===== src/hdl/tnpt_pkg.sv =====
package tnpt_pkg;

   // sequencer states
   typedef enum logic [1:0] {
      ST_IDLE,
      ST_SCAN,
      ST_DRAIN,
      ST_FINISH
   } state_type;

   // request codes
   localparam logic [1:0] REQ_LOAD     = 2'd0;
   localparam logic [1:0] REQ_POS      = 2'd1;
   localparam logic [1:0] REQ_REL_TIME = 2'd2;
   localparam logic [1:0] REQ_ABS_TIME = 2'd3;

   // status codes
   localparam logic [1:0] STATUS_OK    = 2'd0;
   localparam logic [1:0] STATUS_EMPTY = 2'd1;
   localparam logic [1:0] STATUS_FULL  = 2'd2;

   // last drain step: lets the memory read and the two registered stages of the distance pipe finish
   localparam logic [1:0] DRAIN_LAST = 2'd2;

   localparam logic signed [63:0] S32_MAX = 64'sd2147483647;
   localparam logic signed [63:0] S32_MIN = -64'sd2147483648;

   // one stored trajectory point
   typedef struct packed {
      logic signed [31:0] x;
      logic signed [31:0] y;
      logic signed [31:0] t;
   } point_type;

   // scan control from the sequencer to the search units
   typedef struct packed {
      logic start;
      logic beat;
   } scan_ctl_type;

   function automatic logic signed [31:0] sat32(input logic signed [63:0] v);
      logic signed [31:0] r;
      if (v > S32_MAX) begin
         r = 32'sh7fffffff;
      end else if (v < S32_MIN) begin
         r = 32'sh80000000;
      end else begin
         r = $signed(v[31:0]);
      end
      return r;
   endfunction

endpackage


===== src/hdl/tnpt_pos_unit.sv =====
module tnpt_pos_unit #(
   parameter int DEPTH = 512
) (
   input  logic                         clock,
   input  logic                         reset,
   input  tnpt_pkg::scan_ctl_type       ctl,
   input  logic signed [31:0]           qx,
   input  logic signed [31:0]           qy,
   input  logic [$clog2(DEPTH)-1:0]     beat_idx,
   input  tnpt_pkg::point_type          beat_data,
   output logic [$clog2(DEPTH)-1:0]     best_idx,
   output tnpt_pkg::point_type          best_point
);
   import tnpt_pkg::*;

   localparam int AW = $clog2(DEPTH);

   logic signed [32:0] dx, dy;
   logic [31:0]        ax_in, ay_in;
   logic [64:0]        sq_dist;

   // stage 1: absolute differences
   logic               s1_valid_ff;
   logic [AW-1:0]      s1_idx_ff;
   point_type          s1_pt_ff;
   logic [31:0]        s1_ax_ff, s1_ay_ff;

   // stage 2: squares
   logic               s2_valid_ff;
   logic [AW-1:0]      s2_idx_ff;
   point_type          s2_pt_ff;
   logic [63:0]        s2_sqx_ff, s2_sqy_ff;

   // running minimum
   logic               best_valid_ff;
   logic [64:0]        best_dist_ff;
   logic [AW-1:0]      best_idx_ff;
   point_type          best_pt_ff;

   always_comb begin
      dx = {beat_data.x[31], beat_data.x} - {qx[31], qx};
      dy = {beat_data.y[31], beat_data.y} - {qy[31], qy};
      ax_in = dx[32] ? (~dx[31:0] + 32'd1) : dx[31:0];
      ay_in = dy[32] ? (~dy[31:0] + 32'd1) : dy[31:0];
      sq_dist = {1'b0, s2_sqx_ff} + {1'b0, s2_sqy_ff};
   end

   always_ff @(posedge clock) begin
      if (reset || ctl.start) begin
         s1_valid_ff   <= 1'b0;
         s2_valid_ff   <= 1'b0;
         best_valid_ff <= 1'b0;
      end else begin
         s1_valid_ff <= ctl.beat;
         s2_valid_ff <= s1_valid_ff;
         if (s2_valid_ff) begin
            best_valid_ff <= 1'b1;
         end
      end
   end

   always_ff @(posedge clock) begin
      s1_idx_ff <= beat_idx;
      s1_pt_ff  <= beat_data;
      s1_ax_ff  <= ax_in;
      s1_ay_ff  <= ay_in;
      s2_idx_ff <= s1_idx_ff;
      s2_pt_ff  <= s1_pt_ff;
      s2_sqx_ff <= s1_ax_ff * s1_ax_ff;
      s2_sqy_ff <= s1_ay_ff * s1_ay_ff;
      // strict less-than keeps the first minimum
      if (s2_valid_ff && (!best_valid_ff || sq_dist < best_dist_ff)) begin
         best_dist_ff <= sq_dist;
         best_idx_ff  <= s2_idx_ff;
         best_pt_ff   <= s2_pt_ff;
      end
   end

   assign best_idx   = best_idx_ff;
   assign best_point = best_pt_ff;

endmodule


===== config.mk =====
export PLATFORM = sky130hd
export DESIGN_NAME = tnpt_pos_unit
export DESIGN_NICKNAME = d
export VERILOG_FILES = /design/src/hdl/tnpt_pkg.sv /design/src/hdl/tnpt_pos_unit.sv
export SDC_FILE = /design/constraint.sdc
export NUM_CORES = 2
export LEC_CHECK = 0
export ABC_AREA = 1
export BUFFER_PORTS_ARGS = -buffer_cell sky130_fd_sc_hd__buf_2
export CAP_MARGIN = 15
export CORE_ASPECT_RATIO = 1.1
export CORE_MARGIN = 1.5
export CORE_UTILIZATION = 37
export CTS_BUF_LIST = sky130_fd_sc_hd__clkbuf_4 sky130_fd_sc_hd__clkbuf_8
export CTS_CLUSTER_DIAMETER = 40
export CTS_CLUSTER_SIZE = 10
export DETAILED_ROUTE_END_ITERATION = 16
export GPL_TIMING_DRIVEN = 0
export PLACE_DENSITY = 0.55
export SETUP_SLACK_MARGIN = 0.1
export SLEW_MARGIN = 10
export SYNTH_ARGS = -nofsm -noshare
export SYNTH_HDL_FRONTEND = slang
export SYNTH_SLANG_ARGS = --single-unit

===== constraint.sdc =====
create_clock -name clock -period 47.2 [get_ports clock]
set_input_delay 2.36 -clock clock [delete_from_list [all_inputs] [get_ports clock]]
set_output_delay 2.36 -clock clock [all_outputs]
set_load 0.02 [all_outputs]

After elaboration in Yosys (flattened, before gate mapping)
Cells that the tools add are included.
{ "op_classes": {"multipliers": 2, "n_reduce_logical": 4, "bitwise_logic": 2, "muxes": 2, "order_cmp": 1, "addsub": 5} }
{ "ops": {"columns": ["op", "n"], "rows": [
  ["32-bit by 32-bit multiplier with 64-bit output", 2],
  ["32-bit by 32-bit subtractor with 33-bit output", 2],
  ["64-bit by 64-bit adder with 65-bit output", 1],
  ["65-bit < comparator", 1],
  ["32-bit by 1-bit adder with 32-bit output (second input constant)", 2],
  ["32-bit two-way mux", 2],
  ["32-bit inverter", 2],
  ["1-bit logical OR", 2],
  ["1-bit logical AND", 1],
  ["1-bit logical NOT", 1]
]} }
{ "word_totals": {"in_bits": 173, "word_cells": 36, "register_bits": 575, "output_inout_bits": 105} }

Depth between registers and ports, before layout
{ "depth": {"depth_word": 4, "ltp_mapped": 35, "depth_no_buf": 33} }

Least setup slack after synthesis
No wires, ideal clock.
{ "synth_timing": {"path_kind": "reg-to-reg", "from": "reg s2_sqx_ff[3]", "to": "reg best_dist_ff[0], enable pin", "slack_ps": 31182, "period_less_slack_ps": 16018, "t_arrival_ps": 15058, "stages_incl_launch_ff": 26, "path_buffers": 0, "t_required_ps": 46241, "setup_ps": 959, "cell_sequence": "dfxtp_1 -> ha_1 -> nand2_1 -> nand2_2 -> nand3_1 -> nand2_1 -> nand2_1 -> nand2_1 -> nand2_1 -> nand2_1 -> a21oi_2 -> o21bai_1 -> a21oi_1 -> inv_1 -> nand2_1 -> nand2_1 -> nand2_1 -> nand2_1 -> ha_1 -> a21oi_1 -> nor2_1 -> a211oi_1 -> o2111ai_1 -> nor2_1 -> nand3_1 -> a21boi_0"} }
{ "synth_via": {"elab_chain_len": 4} }
{ "synth_lines": {"columns": ["element", "line_no", "text"], "rows": [
  ["start, declared", "tnpt_pos_unit.sv:32", "logic [63:0] s2_sqx_ff, s2_sqy_ff;"],
  ["start signal, assigned", "tnpt_pos_unit.sv:69", "s2_sqx_ff <= s1_ax_ff * s1_ax_ff;"],
  ["64-bit by 64-bit adder with 65-bit output", "tnpt_pos_unit.sv:45", "sq_dist = {1'b0, s2_sqx_ff} + {1'b0, s2_sqy_ff};"],
  ["via sq_dist[58]", "tnpt_pos_unit.sv:20", "logic [64:0] sq_dist;"],
  ["65-bit < comparator", "tnpt_pos_unit.sv:72", "if (s2_valid_ff && (!best_valid_ff || sq_dist < best_dist_ff)) begin"],
  ["1-bit logical OR", "tnpt_pos_unit.sv:72", null],
  ["1-bit logical AND", "tnpt_pos_unit.sv:72", null],
  ["end signal, assigned", "tnpt_pos_unit.sv:73", "best_dist_ff <= sq_dist;"],
  ["end, declared", "tnpt_pos_unit.sv:36", "logic [64:0] best_dist_ff;"]
]} }
The timed path passes the listed nets, and every way through them passes these cells.
A chain may end at the register's enable or synchronous reset.

Worst setup path in the final report
{ "layout_timing": {"from": "reg s1_ax_ff[12]", "to": "reg s2_sqx_ff[47]"} }
{ "layout_via": {"elab_chain_len": 1} }
{ "layout_lines": {"columns": ["element", "line_no", "text"], "rows": [
  ["start, declared", "tnpt_pos_unit.sv:26", "logic [31:0] s1_ax_ff, s1_ay_ff;"],
  ["start signal, assigned", "tnpt_pos_unit.sv:65", "s1_ax_ff <= ax_in;"],
  ["32-bit by 32-bit multiplier with 64-bit output", "tnpt_pos_unit.sv:69", null]
]} }
Every way passes these cells.

==> impl_metrics.yaml <==
status:
  status: "completed"
sta:
  fmax_mhz: 95.0
  fin_tns_setup_ps: 0
  final-setup-viol-count: 0
  tightest_slew_ps: 1330
  finalHoldViolations: 0
  finClkSkew_ps: 97.7
  rsz0062_at_grt: "no"
  slew_headroom_pct: 11.5
  min_period_ps: 10520
  slew_violations: 0
  post-route-period-util_pct: 22.3
  fin_ws_ps: 36680
logic_synthesis:
  syn_nets: 12600
  synth_edf_count: 170
  synth_most_common_cell: "inv_1"
  yosysUniqueCellTypes: 50
  synth_top_family_by_area: "adder cells"
  ys_dominant_reg_cell: "dfxtp_1"
  synth-seq-area-share_pct: 15.4
  synthSimpleGateAreaFrac_pct: 13.2
  synth_top_area_share_pct: 37.2
  ys_ff_latch: 573
  synth_common_cells: "3001 x inv_1, 1982 x nand2_1, 1588 x fa_1"
  synthAdderAreaFrac_pct: 48.7
  ys_async_sr_fraction_pct: 0
  synth.top_cells.by_area: "fa_1 37%, inv_1 13%, ha_1 12%, dfxtp_1 9.4%, nand2_1 8.7%"
  synthMuxAreaShare_pct: 0
  synth_xor_area_share_pct: 3.28
  syn_area_per_cell_um2: 8.48
  netlist_area_mm2: 0.0855
  synth_compound_area_share_pct: 5.32
  synthCells: 10100
  yosys_warnings: 0
  synth_area_leader_cell: "fa_1"
cells_and_area:
  nets: 13000
  nFillCells: 23400
  drive_above_1_share_pct: 5.11
  area_growth_pct: 8.90
placement:
  dp_hpwl_um: 242000
  io_buffers: 277
  dp_slack_ps: 36910
  place_congestion: 1.01
drt:
  drt_iter0_markers: 5162
  drc_errors: 0
  routedWlPerCell_um: 20.6
  ant_nets: 0
  viasPerCell: 4.89
  via_count: 66600
  routed_wl_um: 281000
  firstDrtPassIters: 8
grt:
  grt-ovfl-total: 0
  grt_pass1_wl_um: 426000
  grt_start_max_net_pins: 26
  grt_pass1_vias: 70900
  antenna_found_initial: 8
  grt_use_total_pct: 24.3
worst_setup_path:
  path_common_cell: "fa_1"
  slowest_stage: "clkbuf_1"
  path_class: "register to register"
  crit_arrival_ps: 11180
  cp.required_ps: 47860
  r2r_slack_ps: 36680
  worstPathMaxFanout: 10
  ff2ff_path_depth: 28
  start_kind: "register"
  critPathMaxStageDelay_ps: 960
  timing.rr.start: "s1_ax_ff[12]"
  cp-end-kind: "register"
  worstReg2RegEnd: "s2_sqx_ff[47]"
flow_run:
  max-cap-violations: 0
clocking:
  cts.sinks: 573
  cts_root_buffer: "clkbuf_8"
  cts_hold_buf: 0
  cts-buffers-inserted: 93
  post_cts_buffers: 0
  insertion_delay_ps: 860
  htreeDepth: 3
  post_cts_resized: 0
  clock_tree.buffer_depth: 3
  clk_pin_slew_ps: 70
  cts_tree: "built"
worst_hold_path:
  holdPathStages: 0
  holdPathEnd: "s2_pt_ff[66]"
  hold_path_class: "register to register"
  hp-start: "s1_pt_ff[66]"
die:
  rows: 184
  core_area_mm2: 0.229
  fp.dieH_um: 507
  die_x_um: 461
  initial_core_util_pct: 37.3
  io_pins: 278
  die_area_mm2: 0.234
==> critical path, delay by kind of cell, from the launching register on <==
kind	cells	cell delay, ps
AOI/OAI and AO/OA	7	2430
DFF	1	470
adders and majority gates	9	4530
buffers and inverters	8	2500
and+or+nand+nor	4	430
==> through the flow <==
stage | util [%] | cells | instance area (um^2) | hold WS (ps)
finish | 40.7 | 13600 | 93100 | 304
detailed placement | 39.7 | 13400 | 91000 | 312
global route | 40.7 | 13600 | 93100 | 316
global placement | 39.6 | 13400 | 90800 | 310
floorplan | - | 10100 | 85500 | 310
CTS | 40.6 | 13600 | 93100 | 285
==> layout make-up <==
cell class | count | area, um^2 | share of cell area, %
clock buffers | 121 | 1530 | 1.65
diodes | 3 | 7.51 | 0.00806
inverters | 3004 | 11300 | 12.1
clock inverters | 50 | 599 | 0.643
multi-input cells | 6296 | 60300 | 64.7
repair buffers | 289 | 1620 | 1.74
flip-flops and latches | 573 | 13200 | 14.1
plain buffers | 215 | 823 | 0.884
well taps | 3069 | 3840 | 4.12
==> cells in the final DEF (no fill, tap or decap), types with 6 or more instances in the layout <==
master,instances
clkinv_4,6
nand3b_1,15
nand3_2,7
xor2_1,216
clkbuf_4,21
or2_2,10
clkbuf_8,100
bufinv_16,6
a21oi_1,355
nor2_2,12
buf_2,282
a21boi_0,18
fa_1,1588
o211ai_1,13
o21a_1,13
a31o_2,12
a31oi_1,65
xnor2_1,97
nor2_1,455
nand4_1,44
o21ai_0,193
a21oi_2,6
buf_1,29
nor3_1,44
a21o_1,45
inv_1,3001
edfxtp_1,170
nand3_1,198
nor4_1,17
ha_1,787
nand2_1,1982
clkbuf_1,178
nand2_2,11
o2111ai_1,8
o21bai_1,42
inv_6,17
dfxtp_1,403
buf_12,6
==> worst max-delay path by stage <==
stage | from | end | slack (ps) | depth (start not counted)
2_1_floorplan | s2_sqx_ff[3] | best_dist_ff[0] | 31180 | 25
3_3_place_gp | s2_sqx_ff[34] | best_point[58] | 20660 | 20
3_5_place_dp | s1_ax_ff[12] | s2_sqx_ff[47] | 36910 | 26
4_1_cts | s1_ax_ff[12] | s2_sqx_ff[47] | 36880 | 26
5_1_grt | s1_ax_ff[12] | s2_sqx_ff[47] | 36380 | 26
6_report | s1_ax_ff[12] | s2_sqx_ff[47] | 36680 | 28
==> state kept, by name (all words and copies together) (netlist names), 9 cells and up <==
| signal | flops |
|---|---|
| best_dist_ff | 65 |
| best_point | 96 |
| best_idx | 9 |
| s2_pt_ff | 96 |
| s1_ax_ff | 32 |
| s2_sqy_ff | 63 |
| s2_sqx_ff | 63 |
| s2_idx_ff | 9 |
| s1_pt_ff | 96 |
| s1_ay_ff | 32 |
| s1_idx_ff | 9 |
==> kinds of logic after synthesis <==
family | count (synthesis)
simple gates | 2810
buf+inv | 3219
fa+ha+maj | 2375
compound gates | 794
flops | 573
xor+xnor | 317
==> per-layer routing <==
layer  vias up  GRT usage (%)  wire (um)
met5         -              0         36
met4         4           8.13      10900
met3       493           4.58      24100
met2      2580           39.2     128000
met1     33100           32.6     118000
li1      30300              -          -
Power is not shown: default switching activity piles up to over one toggle a cycle in this logic, so the estimate is an artifact.
