--- src/hdl/tnpt_pkg.sv ---
package tnpt_pkg;

   // sequencer states
   typedef enum logic [1:0] {
      ST_IDLE,
      ST_SCAN,
      ST_DRAIN,
      ST_FINISH
   } state_type;

   // request codes
   localparam logic [1:0] REQ_LOAD     = 2'd0;
   localparam logic [1:0] REQ_POS      = 2'd1;
   localparam logic [1:0] REQ_REL_TIME = 2'd2;
   localparam logic [1:0] REQ_ABS_TIME = 2'd3;

   // status codes
   localparam logic [1:0] STATUS_OK    = 2'd0;
   localparam logic [1:0] STATUS_EMPTY = 2'd1;
   localparam logic [1:0] STATUS_FULL  = 2'd2;

   // last drain step: lets the memory read and the two registered stages of the distance pipe finish
   localparam logic [1:0] DRAIN_LAST = 2'd2;

   localparam logic signed [63:0] S32_MAX = 64'sd2147483647;
   localparam logic signed [63:0] S32_MIN = -64'sd2147483648;

   // one stored trajectory point
   typedef struct packed {
      logic signed [31:0] x;
      logic signed [31:0] y;
      logic signed [31:0] t;
   } point_type;

   // scan control from the sequencer to the search units
   typedef struct packed {
      logic start;
      logic beat;
   } scan_ctl_type;

   function automatic logic signed [31:0] sat32(input logic signed [63:0] v);
      logic signed [31:0] r;
      if (v > S32_MAX) begin
         r = 32'sh7fffffff;
      end else if (v < S32_MIN) begin
         r = 32'sh80000000;
      end else begin
         r = $signed(v[31:0]);
      end
      return r;
   endfunction

endpackage

--- src/hdl/tnpt_time_unit.sv ---
module tnpt_time_unit #(
   parameter int DEPTH = 512
) (
   input  logic                         clock,
   input  logic                         reset,
   input  tnpt_pkg::scan_ctl_type       ctl,
   input  logic signed [63:0]           qt,
   input  logic [$clog2(DEPTH)-1:0]     beat_idx,
   input  tnpt_pkg::point_type          beat_data,
   output logic                         found,
   output logic [$clog2(DEPTH)-1:0]     sel_idx,
   output tnpt_pkg::point_type          sel_point
);
   import tnpt_pkg::*;

   localparam int AW = $clog2(DEPTH);

   logic signed [63:0] cur_t64;
   logic signed [64:0] cur_t65, prev_t65, qt65;
   logic               at_or_above;
   logic               pick_hit;

   logic               found_ff;
   logic               hit_first_ff;
   logic [AW-1:0]      hit_idx_ff, prev_idx_ff;
   point_type          hit_pt_ff, prev_pt_ff;
   logic signed [64:0] d_hi_ff, d_lo_ff;

   always_comb begin
      cur_t64     = {{32{beat_data.t[31]}}, beat_data.t};
      cur_t65     = {{33{beat_data.t[31]}}, beat_data.t};
      prev_t65    = {{33{prev_pt_ff.t[31]}}, prev_pt_ff.t};
      qt65        = {qt[63], qt};
      at_or_above = cur_t64 >= qt;
      // neighbour tie goes to the earlier point
      pick_hit    = found_ff && (hit_first_ff || d_hi_ff < d_lo_ff);
   end

   always_ff @(posedge clock) begin
      if (reset || ctl.start) begin
         found_ff <= 1'b0;
      end else if (ctl.beat && at_or_above) begin
         found_ff <= 1'b1;
      end
   end

   always_ff @(posedge clock) begin
      if (ctl.beat && !found_ff) begin
         if (at_or_above) begin
            hit_idx_ff   <= beat_idx;
            hit_pt_ff    <= beat_data;
            hit_first_ff <= (beat_idx == '0);
            d_hi_ff      <= cur_t65 - qt65;
            d_lo_ff      <= qt65 - prev_t65;
         end else begin
            prev_idx_ff <= beat_idx;
            prev_pt_ff  <= beat_data;
         end
      end
   end

   assign found     = found_ff;
   assign sel_idx   = pick_hit ? hit_idx_ff : prev_idx_ff;
   assign sel_point = pick_hit ? hit_pt_ff : prev_pt_ff;

endmodule

--- config.mk ---
export PLATFORM = sky130hd
export DESIGN_NAME = tnpt_time_unit
export DESIGN_NICKNAME = d
export VERILOG_FILES = /design/src/hdl/tnpt_pkg.sv /design/src/hdl/tnpt_time_unit.sv
export SDC_FILE = /design/constraint.sdc
export NUM_CORES = 1
export LEC_CHECK = 0
export ABC_AREA = 1
export BUFFER_PORTS_ARGS = -buffer_cell sky130_fd_sc_hd__buf_2
export CAP_MARGIN = 20
export CORE_UTILIZATION = 25
export DETAILED_ROUTE_END_ITERATION = 6
export GPL_TIMING_DRIVEN = 0
export PLACE_DENSITY_LB_ADDON = 0.25
export SLEW_MARGIN = 20
export SYNTH_ARGS = -nofsm -noshare
export SYNTH_HDL_FRONTEND = slang
export SYNTH_SLANG_ARGS = --single-unit
--- constraint.sdc ---
create_clock -name clock -period 36.5 [get_ports clock]
set_clock_uncertainty 0.1 [all_clocks]
set_input_delay 5.475 -clock clock [delete_from_list [all_inputs] [get_ports clock]]
set_output_delay 5.475 -clock clock [all_outputs]
set_load 0.005 [all_outputs]
==> After elaboration in Yosys (flattened, before gate mapping) <==
Index checks and enable logic that the tools add are counted.
{ "totals": {"elab_cells": 28, "regBits": 342} }
{ "classes": {"n_addsub": 2, "mux": 2, "bitwise": 1, "n_reduce_logical": 9, "n_lt_le_gt_ge": 2} }
{ "op_table": {"columns": ["operator", "n"], "rows": [
  ["$mux 96", 1],
  ["$lt 65x65->1", 1],
  ["$sub 32x64->65", 1],
  ["$sub 64x32->65", 1],
  ["$ge 32x64->1", 1],
  ["$logic_not 9->1", 1],
  ["$mux 9", 1],
  ["$reduce_and 2->1", 2],
  ["$logic_and 1x1->1", 3],
  ["$logic_or 1x1->1", 2],
  ["$logic_not 1->1", 1],
  ["$not 1->1", 1]
]} }

==> Logic depth before layout (Yosys ltp) <==
{ "depth": {"word_depth": 4, "depth_mapped": 21, "depth_no_buf": 19} }

==> Worst setup path before layout <==
OpenSTA, ideal clock, no wires.
{ "synth_path": {"path_kind": "in2reg", "startpoint": "in qt[19]", "endpoint": "reg d_hi_ff[0] (enable)", "slack_ns": 18.849, "stages": 14, "path_buffers": 0, "arrival_ns": 16.713, "required_time_ns": 35.561, "path_cell_list": "inv_1 ha_1 nand2_1 nor2_1 nand2_1 nor3_1 nand3b_1 nand3_1 nand2_1 nand2_1 nand2_1 nand2_1 nand2_1 nor2_1"} }
{ "synth_between": {"elab_chain_cells": 2} }
{ "synth_rtl": {"columns": ["item", "line", "text"], "rows": [
  ["start: declaration", "tnpt_time_unit.sv:7", "input logic signed [63:0] qt,"],
  ["$ge 32x64->1", "tnpt_time_unit.sv:34", "at_or_above = cur_t64 >= qt;"],
  ["$reduce_and 2->1 (no source line)", null, null],
  ["end signal: assignment", "tnpt_time_unit.sv:53", "d_hi_ff <= cur_t65 - qt65;"],
  ["end: declaration", "tnpt_time_unit.sv:27", "logic signed [64:0] d_hi_ff, d_lo_ff;"]
]} }
No other way between the ends.
A chain may end at the register's enable or synchronous reset.

==> Worst setup path after layout <==
{ "layout_path": {"startpoint": "in beat_data[31] in the netlist's numbering", "endpoint": "reg hit_pt_ff[12] in the netlist's numbering (enable)"} }
{ "layout_between": {"elab_chain_cells": 2} }
{ "layout_rtl": {"columns": ["item", "line", "text"], "rows": [
  ["start: declaration", "tnpt_time_unit.sv:9", "input tnpt_pkg::point_type beat_data,"],
  ["$ge 32x64->1", "tnpt_time_unit.sv:34", null],
  ["$reduce_and 2->1 (no source line)", null, null],
  ["end signal: assignment", "tnpt_time_unit.sv:51", "hit_pt_ff <= beat_data;"],
  ["end: declaration", "tnpt_time_unit.sv:26", "point_type hit_pt_ff, prev_pt_ff;"]
]} }
No other way between the ends.

==> run summary <==
CLOCK TREE
---------------------------------------------------------------------------------------
Number of resized instances in the post-cts repair step ..................            0
Number of clock sinks seen by CTS ........................................          342
Root buffer cell ......................................................... sky130_fd_sc_hd__clkbuf_16
Count of hold buffers inserted by post-cts repair ........................            0
Clock-pin slew on the worst setup and hold paths .........................      0.06 ns
Clock tree buffer depth ..................................................            3
TritonCTS clock tree .....................................................         done
Number of H-tree levels ..................................................            2
Number of buffers created by CTS .........................................           41
Post-CTS Setup Repair Bufs ...............................................            0
Clock network latency to the later pin of the worst-skew pair ............      0.58 ns

ROUTE
---------------------------------------------------------------------------------------
# DRC ....................................................................            0
Wire length reported by the detailed router ..............................      84.3 mm
Count of vias placed by the detailed router ..............................        20.0k
Average routed wire per standard cell ....................................      19.4 µm
Via/cell ratio ...........................................................         4.62
First drt pass iteration count ...........................................            5
Post-DRT Antenna Nets ....................................................            0
Number of violations reported at the end of detailed-routing iteration 0 .         1319

WORST SETUP PATH
---------------------------------------------------------------------------------------
Flop-to-flop setup slack .................................................     32.83 ns
Buffers plus inverters on the worst setup path ...........................            8
Critical Path AT .........................................................     10.26 ns
Class of the most critical setup path ....................................    in -> reg
Kind of cell with the highest combined delay on the critical path ........ simple AND/OR/NAND/NOR gates
Launch point of the worst reg-to-reg path ................................ prev_pt_ff[31]
Depth of the worst register-to-register path .............................           13
Worst reg2reg endpoint ...................................................  d_lo_ff[61]
Maximum cell stage delay along the critical path .........................      0.85 ns
Startpoint type of the worst setup path ..................................    input pin
Maximum fanout count along the critical path .............................           36
Cell with the largest stage delay on the worst path ...................... sky130_fd_sc_hd__nor3_1
CP Capture Type ..........................................................    flip-flop
Critical-path cell list .................................................. buf_2, ha_1, nand2_1, nor2_1, inv_1, nor2_1, inv_1, nor3_1, nand3_1, nand3_1, nand3_1, nand2_1, nand2_1, nor2_4, buf_16, buf_16, buf_16, buf_12, buf_12
Data required time of the worst path .....................................     36.68 ns

DIE
---------------------------------------------------------------------------------------
Die ar. ..................................................................    92800 µm²
Vertical die dimension ...................................................       305 µm
Die X ....................................................................       305 µm
Count of pins on the block boundary ......................................          279
Starting density of the core .............................................        0.253
Placeable core region ....................................................    90400 µm²
Placement row count ......................................................          110

STA
---------------------------------------------------------------------------------------
Period minus WS final ....................................................     10.08 ns
Share of the cycle needed by the critical path after routing .............        0.276
Endpoints failing setup ..................................................            0
Final Max Slew Viols .....................................................            0
RSZ-0062 raised after global routing .....................................           no
Final Hold Violating Endpoints ...........................................            0
Setup TNS ................................................................         0 ns
Measured slew at the worst slew-check pin ................................      1.09 ns
Worst slew margin relative to its limit ..................................        0.268
Timing-limited maximum frequency .........................................   0.0992 GHz

SYNTH
---------------------------------------------------------------------------------------
Synth warn ...............................................................            0
Cell area after synthesis ................................................    22900 µm²
Cell types with the largest area share after synthesis ................... sky130_fd_sc_hd__edfxtp_1 45%, sky130_fd_sc_hd__nand2_1 11%, sky130_fd_sc_hd__ha_1 11%, sky130_fd_sc_hd__inv_1 7.4%, sky130_fd_sc_hd__a21oi_1 4.7%
EDFF count, synth ........................................................          341
Fraction of post-synthesis cell area in the top cell type by area ........        0.447
Mapped Nets ..............................................................         3158
Post-synth cell types ....................................................           39
Synthesized area per cell ................................................     8.21 µm²
Synthesized netlist cell count ...........................................         2790
Cell taking the most area after synthesis ................................ sky130_fd_sc_hd__edfxtp_1
Async set or reset register ratio after synthesis ........................            0
Main flop type after synthesis ........................................... sky130_fd_sc_hd__edfxtp_1
Portion of the post-synthesis area used by sequential elements ...........        0.448
Flops & latches, synth ...................................................          342

PLACE
---------------------------------------------------------------------------------------
Number of input and output port buffers inserted .........................          278
Routability-driven placement congestion ratio ............................        0.960
Dpl hpwl .................................................................      71.1 mm

CELLS AND AREA
---------------------------------------------------------------------------------------
Most common cell after layout, fill and taps aside ....................... sky130_fd_sc_hd__nand2_1
Number of nets in the layout .............................................         3496
Most used cells in the layout excluding fill and tap cells ............... 680 x sky130_fd_sc_hd__nand2_1, 452 x sky130_fd_sc_hd__inv_1, 341 x sky130_fd_sc_hd__edfxtp_1
Fraction of the core area covered by cells at the end of the flow ........        0.306
Area Overhead vs Synth ...................................................        20.7%
Ratio of cells with drive above 1 in the final layout ....................        0.121

GRT
---------------------------------------------------------------------------------------
Total grt overflow .......................................................            0
Global-route usage over all layers .......................................        0.178
Pin count of the biggest net entering global routing .....................           37
Vias in the first global route ...........................................        19.7k
Global-route wire length before repair ...................................       122 mm
Initial antenna violation count ..........................................           29

HOLD PATH
---------------------------------------------------------------------------------------
HP Start ................................................................. prev_pt_ff[0]
Class of the tightest hold or removal check ..............................   reg -> reg
Hold Path Depth ..........................................................            2
Worst hold endpoint ......................................................   d_lo_ff[0]

POWER
---------------------------------------------------------------------------------------
Power density over the cells .............................................  45.1 nW/µm²
Leakage Power ............................................................      12.5 nW
Maximum vdd drop .........................................................  0.0000296 V

JOB
---------------------------------------------------------------------------------------
Maximum capacitance violations ...........................................            0

RUN STATUS
---------------------------------------------------------------------------------------
Outcome ..................................................................    completed

-- kinds of logic after synthesis --
family | Yosys count | share of synthesized area
xor gates and xnor gates | 100 | 0.0383
and+or+nand+nor | 1228 | 0.219
DFF | 342 | 0.448
adders and majority gates | 195 | 0.107
buffers and inverters | 486 | 0.0815
AOI/OAI and AO/OA | 439 | 0.106
-- worst register-to-register path: stages, from the launching register on --
cell	delay, ns
sky130_fd_sc_hd__edfxtp_1	0.49
sky130_fd_sc_hd__inv_1	0.47
sky130_fd_sc_hd__buf_16	0.23
sky130_fd_sc_hd__ha_1	0.30
sky130_fd_sc_hd__a21oi_1	0.17
sky130_fd_sc_hd__inv_1	0.08
sky130_fd_sc_hd__a31oi_1	0.28
sky130_fd_sc_hd__o21ai_0	0.23
sky130_fd_sc_hd__a21oi_1	0.27
sky130_fd_sc_hd__nand3_1	0.34
sky130_fd_sc_hd__nand2_1	0.20
sky130_fd_sc_hd__inv_1	0.07
sky130_fd_sc_hd__o21bai_1	0.12
sky130_fd_sc_hd__nand2_1	0.07
-- metrics by stage --
step / hold WS (ns) / instances / power, W / cell area (µm²) / worst slack (ns)
after floorplan: 0.532 / 2790 / 0.000698 / 22900 / 18.85
after CTS: 0.581 / 4334 / 0.00126 / 27600 / 26.44
after global placement: 0.577 / 4244 / 0.000825 / 25800 / 11.25
after detailed placement: 0.581 / 4261 / 0.000819 / 26200 / 25.82
after global routing: 0.604 / 4337 / 0.00131 / 27600 / 26.16
final: 0.570 / 4339 / 0.00125 / 27600 / 26.42
-- registers in the layout, summed over array words and instances (netlist names) --
| signal | count |
|---|---|
| d_hi_ff | 65 |
| d_lo_ff | 65 |
| found | 1 |
| hit_first_ff | 1 |
| hit_idx_ff | 9 |
| hit_pt_ff | 96 |
| prev_idx_ff | 9 |
| prev_pt_ff | 96 |
-- synth_stat cells, drive strengths merged (11+ instances only) --
| cell | count |
|---|---|
| o21ai | 128 |
| nand3 | 196 |
| nor3 | 15 |
| o21bai | 29 |
| ha | 193 |
| nand4 | 19 |
| inv | 452 |
| a31oi | 17 |
| buf | 23 |
| a21oi | 216 |
| edfxtp | 341 |
| nor4 | 17 |
| xor2 | 74 |
| clkbuf | 11 |
| a21boi | 13 |
| nor2 | 285 |
| nand2 | 681 |
| a21o | 19 |
| xnor2 | 26 |
-- per-layer routing --
metal  wire [µm]  GRT usage  share of wire  vias to the layer above
met1       37900      0.229           0.45                     9272
li1            -          -              -                     9986
met2       38400      0.295           0.46                      594
met3        4600     0.0312          0.055                      159
met5         108          0         0.0013                        -
met4        3310     0.0705          0.039                       18
-- layout make-up --
type,instances,area [µm²]
inverter,452,1700
clock inverter,27,370
clock buffer,46,1050
fill,9666,62800
multi-input combinational,1962,10800
timing repair buffer,295,1810
tap,1176,1470
buffer,34,170
antenna,5,12.5
sequential,342,10300
-- worst max path at each step --
stage | from | end | slack [ns] | cells past startpoint
floorplan | qt[19] | d_hi_ff[0] | 18.85 | 14
global placement | beat_data[31] | hit_pt_ff[13] | 11.25 | 14
detailed placement | beat_data[31] | hit_pt_ff[12] | 25.82 | 19
CTS | beat_data[31] | hit_pt_ff[12] | 26.44 | 19
global route | beat_data[31] | hit_pt_ff[12] | 26.16 | 19
finish | beat_data[31] | hit_pt_ff[12] | 26.42 | 19
-- where the power goes --
group          switching, W  internal, W
Sequential        0.0000124     0.000483
Clock              0.000175     0.000260
Combinational      0.000211     0.000105
Total              0.000398     0.000848
Note: power is estimated with default switching activity, not from simulation.
